### src/hdl/bli_pkg.sv
// bli_pkg: shared types and codes of the bounded list block
// used by bli_cell, bli_or_tree and bounded_list_insert_delete
// no dependencies
`default_nettype none

package bli_pkg;

  typedef enum logic [2:0] {
    CMD_INS_FRONT = 3'd0,
    CMD_DEL_FRONT = 3'd1,
    CMD_DEL_BACK  = 3'd2,
    CMD_DEL_POS   = 3'd3,
    CMD_DEL_MID   = 3'd4
  } cmd_e;

  typedef enum logic [1:0] {
    ST_OK     = 2'd0,
    ST_EMPTY  = 2'd1,
    ST_BADPOS = 2'd2,
    ST_FULL   = 2'd3
  } status_e;

  localparam int unsigned ValW = 32;

  // one command transfer
  typedef struct packed {
    logic [2:0]             command;
    logic signed [ValW-1:0] new_value;
    logic [8:0]             position;
  } cmd_t;

  // one result transfer
  typedef struct packed {
    logic [1:0]             status;
    logic [8:0]             length;
    logic signed [ValW-1:0] removed_value;
  } res_t;

  // broadcast control into the cell chain
  typedef struct packed {
    logic                   ins;
    logic                   del;
    logic signed [ValW-1:0] new_value;
  } ctl_t;

endpackage

`default_nettype wire

### src/hdl/bli_cell.sv
// bli_cell: one list entry of the shifting chain
// depends on bli_pkg
`default_nettype none

module bli_cell #(
  parameter int unsigned DEPTH = 256,
  parameter int unsigned IDX   = 0
) (
  input  wire logic                                clk_i,
  input  wire bli_pkg::ctl_t                       ctl_i,
  input  wire logic [$clog2(DEPTH)-1:0]            del_idx_i,
  input  wire logic signed [bli_pkg::ValW-1:0]     left_i,
  input  wire logic signed [bli_pkg::ValW-1:0]     right_i,
  output logic signed [bli_pkg::ValW-1:0]          data_o,
  output logic signed [bli_pkg::ValW-1:0]          hit_o
);
  import bli_pkg::*;

  localparam int unsigned IW = $clog2(DEPTH);
  localparam logic [IW-1:0] MyIdx = IW'(IDX);

  logic signed [ValW-1:0] data_q, data_d;
  logic signed [ValW-1:0] hit_q, hit_d;
  logic                   hit;

  assign hit = ctl_i.del && (del_idx_i == MyIdx);

  always_comb begin
    data_d = data_q;
    if (ctl_i.ins) begin
      data_d = (IDX == 0) ? ctl_i.new_value : left_i;
    end else if (ctl_i.del && (MyIdx >= del_idx_i)) begin
      // close the gap: take the entry behind
      data_d = right_i;
    end
    hit_d = hit ? data_q : '0;
  end

  always_ff @(posedge clk_i) begin
    data_q <= data_d;
    hit_q  <= hit_d;
  end

  assign data_o = data_q;
  assign hit_o  = hit_q;

endmodule

`default_nettype wire

### config.mk
export PLATFORM = sky130hd
export DESIGN_NAME = bli_cell
export DESIGN_NICKNAME = d
export VERILOG_FILES = /design/src/hdl/bli_pkg.sv /design/src/hdl/bli_cell.sv
export SDC_FILE = /design/constraint.sdc
export NUM_CORES = 1
export LEC_CHECK = 0
export BUFFER_PORTS_ARGS = -buffer_cell sky130_fd_sc_hd__buf_2
export CORE_UTILIZATION = 38
export DETAILED_ROUTE_END_ITERATION = 6
export PLACE_DENSITY = 0.76
export SLEW_MARGIN = 20
export SYNTH_ARGS = -nofsm -noshare
export SYNTH_HDL_FRONTEND = slang
export SYNTH_SLANG_ARGS = --single-unit
### constraint.sdc
create_clock -name clk_i -period 3.55 [get_ports clk_i]
set_input_delay 0.1775 -clock clk_i [delete_from_list [all_inputs] [get_ports clk_i]]
set_output_delay 0.1775 -clock clk_i [all_outputs]
set_load 0.005 [all_outputs]
==> impl.org <==
** Clocking
- Clock Path Buffers :: 2
- Post-CTS repair timing setup buffer count :: 0
- CTS hold repair buffers :: 0
- Root Buffer :: clkbuf_8
- The H-tree generated during clock tree synthesis spans 3 levels.
- Cts repair resizes :: 0
- TritonCTS built the clock tree.
- Clock latency of the later-clocked register in the worst-skew pair :: 330 ps
- Buffers inserted during clock tree synthesis total 9.
- After clock tree synthesis, the clock-pin slew on the worst setup and hold paths is 70 ps.
- TritonCTS sink count :: 64

** Synth
- The synthesized netlist contains 16 unique library cells.
- Most numerous cell in the Yosys netlist :: inv_1
- Total of warnings raised by yosys :: 0
- The most used flip-flop cell after synthesis is edfxtp_1.
- Synthesis produced a netlist whose cell count is 181.
- Synthesis-stage register bit count :: 64
- The share of the Yosys chip area taken by registers is 0.607.
- Net count after synthesis :: 288
- Yosys mapped a number of flops with a built-in enable equal to 32.
- Cell accounting for the most synthesized area :: edfxtp_1
- Averaged over all synthesized cells, the footprint is 14.6 sq um.
- By area the synthesized netlist is led by edfxtp_1 36%, dfxtp_1 24%, mux2_2 14%.
- Top-area cell type share of the netlist area :: 0.364
- The commonest cells after synthesis are 33 x inv_1, 32 x dfxtp_1, 32 x edfxtp_1, 32 x mux2_2, 27 x nor4_2.
- In this run the cell area of the synthesized design comes to 2640 sq um.
- In the synthesized netlist the async set-or-reset flop fraction comes to 0.

** Placement
- At the end of routability-driven placement, the weighted congestion stood at 0.723.
- Half-perimeter wire length after detailed placement :: 3520 um
- In this run the tool buffered the top-level ports with 138 buffer cells.
- Placed cells :: 383

** Timing
- Across the routed clock network, the largest skew measured is 5.23 ps.
- Count of final max-slew check failures :: 0
- Final setup TNS :: 0 ps
- Post-route worst hold slack :: 140 ps
- RSZ-0062 raised after global routing :: false
- Slew headroom :: 0.286
- Subtracting the final worst setup slack from the clock period gives 1970 ps.
- Final setup violation count :: 0
- The number of endpoints with negative hold slack in the final report is 0.
- Slew of the pin with the lowest slew margin :: 1070 ps
- Final worst-path cycle share :: 0.554
- F_max :: 508 MHz

** Pwr
- Max rail drop VDD :: 0.274 mV
- Part of the power in registers :: 0.479
- Switching power :: 371 uW
- Cell leakage power :: 1.63 nW
- Of the total power, combinational logic draws 0.098.
- Internal portion of total power :: 1.37 mW
- The share of total power dissipated in the clock network is 0.423.
- In this run the power density over the cells is 484 nW/um^2.
- Switching share of total power :: 0.214

** Detailed routing
- After the first detailed-routing iteration, the DRC count stood at 34.
- Total via count in the routed design :: 1850
- After detailed routing, the total wire length is 5230 um.
- In the routed design, unresolved DRC markers number 0.
- Remaining number of nets flagged by the antenna check after routing :: 0
- Dividing the detail-routed via count by the number of cells gives 4.64.
- Dividing the detail-routed wire length by the instance count gives 13.1 um.
- The first detailed-routing pass took 4 iterations.

** Cells and area
- After the last flow step, the layout net total stands at 424.
- The finished layout holds 399 standard cells, fillers aside.
- Of the cells placed in the final design, the portion with a size suffix greater than 1 is 0.689.
- The filler cells instantiated in the layout total 579.
- Relative area change from synthesis to final layout :: 36.1%
- 0 antenna diodes ended up in the layout.

** Worst setup path
- Path type of the worst setup path :: input pin to flop
- Required time at the worst-slack endpoint :: 3540 ps
- Type of element launching the critical path :: input pin
- Setup crit end kind :: flop
- For the worst setup path, the data arrival time is 1960 ps.
- In this run the worst path has a maximum fanout of 33.

** Global route
- Remaining Overflow, GRT :: 0
- First-pass GRT wire length :: 8250 um
- Entering global routing, the biggest net connects 34 pins.
- The initial antenna violation count came to 0.
- Global-route usage over all layers :: 0.153
- Vias in the first global route :: 1782

** Floorplan
- Overall die area :: 7280 sq um
- From bottom edge to top edge, the die measures 85.3 um.
- Pin placement for this block handled 171 I/O pins.
- Floorplan die width :: 85.3 um
- The initial utilization of the core area, before any placement, comes to 0.404.
- Core Footprint :: 6530 sq um
- Floorplan row count :: 29

** Outcome
- Status :: completed

** Flow run
- Across the run, the number of max-cap violations was 0.

** Hold path
- The min-delay analysis places its worst path in the category input pin to flop.
-- layout by cell type (no fill, tap or decap) --
| cell | n |
|---|---|
| clkbuf_1 | 1 |
| edfxtp_1 | 32 |
| o31ai_4 | 1 |
| inv_1 | 33 |
| clkbuf_8 | 9 |
| buf_2 | 138 |
| nor4_4 | 3 |
| or2_2 | 1 |
| clkinvlp_4 | 1 |
| dfxtp_1 | 32 |
| bufinv_16 | 3 |
| or4b_2 | 1 |
| nor4_1 | 2 |
| clkinv_2 | 2 |
| buf_4 | 3 |
| or3_2 | 1 |
| mux2_2 | 32 |
| nor4_2 | 27 |
-- flip-flops by register name (all words and copies together) (netlist names) --
name / cells
data_o: 32
hit_o: 32
-- cell families (layout without fill, tap and decap cells) --
kind of cell / Yosys count / in the layout / share of synthesized area
muxes: 32 / 32 / 0.137
AOI/OAI and AO/OA: 1 / 1 / 0.00285
DFF: 64 / 64 / 0.607
buffers and inverters: 49 / 190 / 0.0878
and+or+nand+nor: 35 / 35 / 0.166
-- per-stage QoR --
step	utilization	instance area (sq um)	total power [mW]	worst slack, ps
floorplan	-	2640	0.939	758
global placement	0.514	3350	1.02	1220
detailed placement	0.514	3350	1.02	1210
CTS	0.550	3590	1.76	1560
global route	0.550	3590	1.81	1510
finish	0.550	3590	1.74	1580
-- power groups by stage --
stage	Clock, mW	Sequential [mW]	Combinational (mW)
after floorplan	0	0.854	0.0847
after global placement	0	0.848	0.169
after detailed placement	0	0.849	0.173
after CTS	0.753	0.833	0.174
after global routing	0.784	0.837	0.188
final	0.734	0.833	0.170
-- final timing paths --
path	from	endpoint	slack (ps)	cells past startpoint
max	del_idx_i[4]	data_o[8]	1580	5
max reg2reg	data_o[2]	hit_o[2]	2790	2
min reg2reg	data_o[30]	hit_o[30]	530	2
min	right_i[5]	data_o[5]	140	2
-- worst max-delay path, cell delays in order --
cell	delay, ps
buf_2	100
or4b_2	660
buf_4	330
o31ai_4	260
buf_4	420
-- area by class of cell --
| type | instances | area (sq um) | share of cell area |
|---|---|---|---|
| inverters | 33 | 124 | 0.0345 |
| multi-input cells | 68 | 820 | 0.228 |
| repair buffers | 141 | 713 | 0.199 |
| clock buffers | 10 | 128 | 0.0356 |
| well taps | 77 | 96.3 | 0.0268 |
| flip-flops and latches | 64 | 1600 | 0.446 |
| clock inverters | 6 | 108 | 0.0300 |
-- routing by layer --
| metal | global-route usage | wire [um] | up-vias |
|---|---|---|---|
| met5 | 0 | 0 | - |
| met4 | 0.0727 | 103 | 0 |
| met3 | 0.0661 | 427 | 10 |
| met2 | 0.251 | 2630 | 92 |
| met1 | 0.172 | 2070 | 843 |
| li1 | - | - | 905 |
Note: power is estimated with default switching activity, not from simulation.
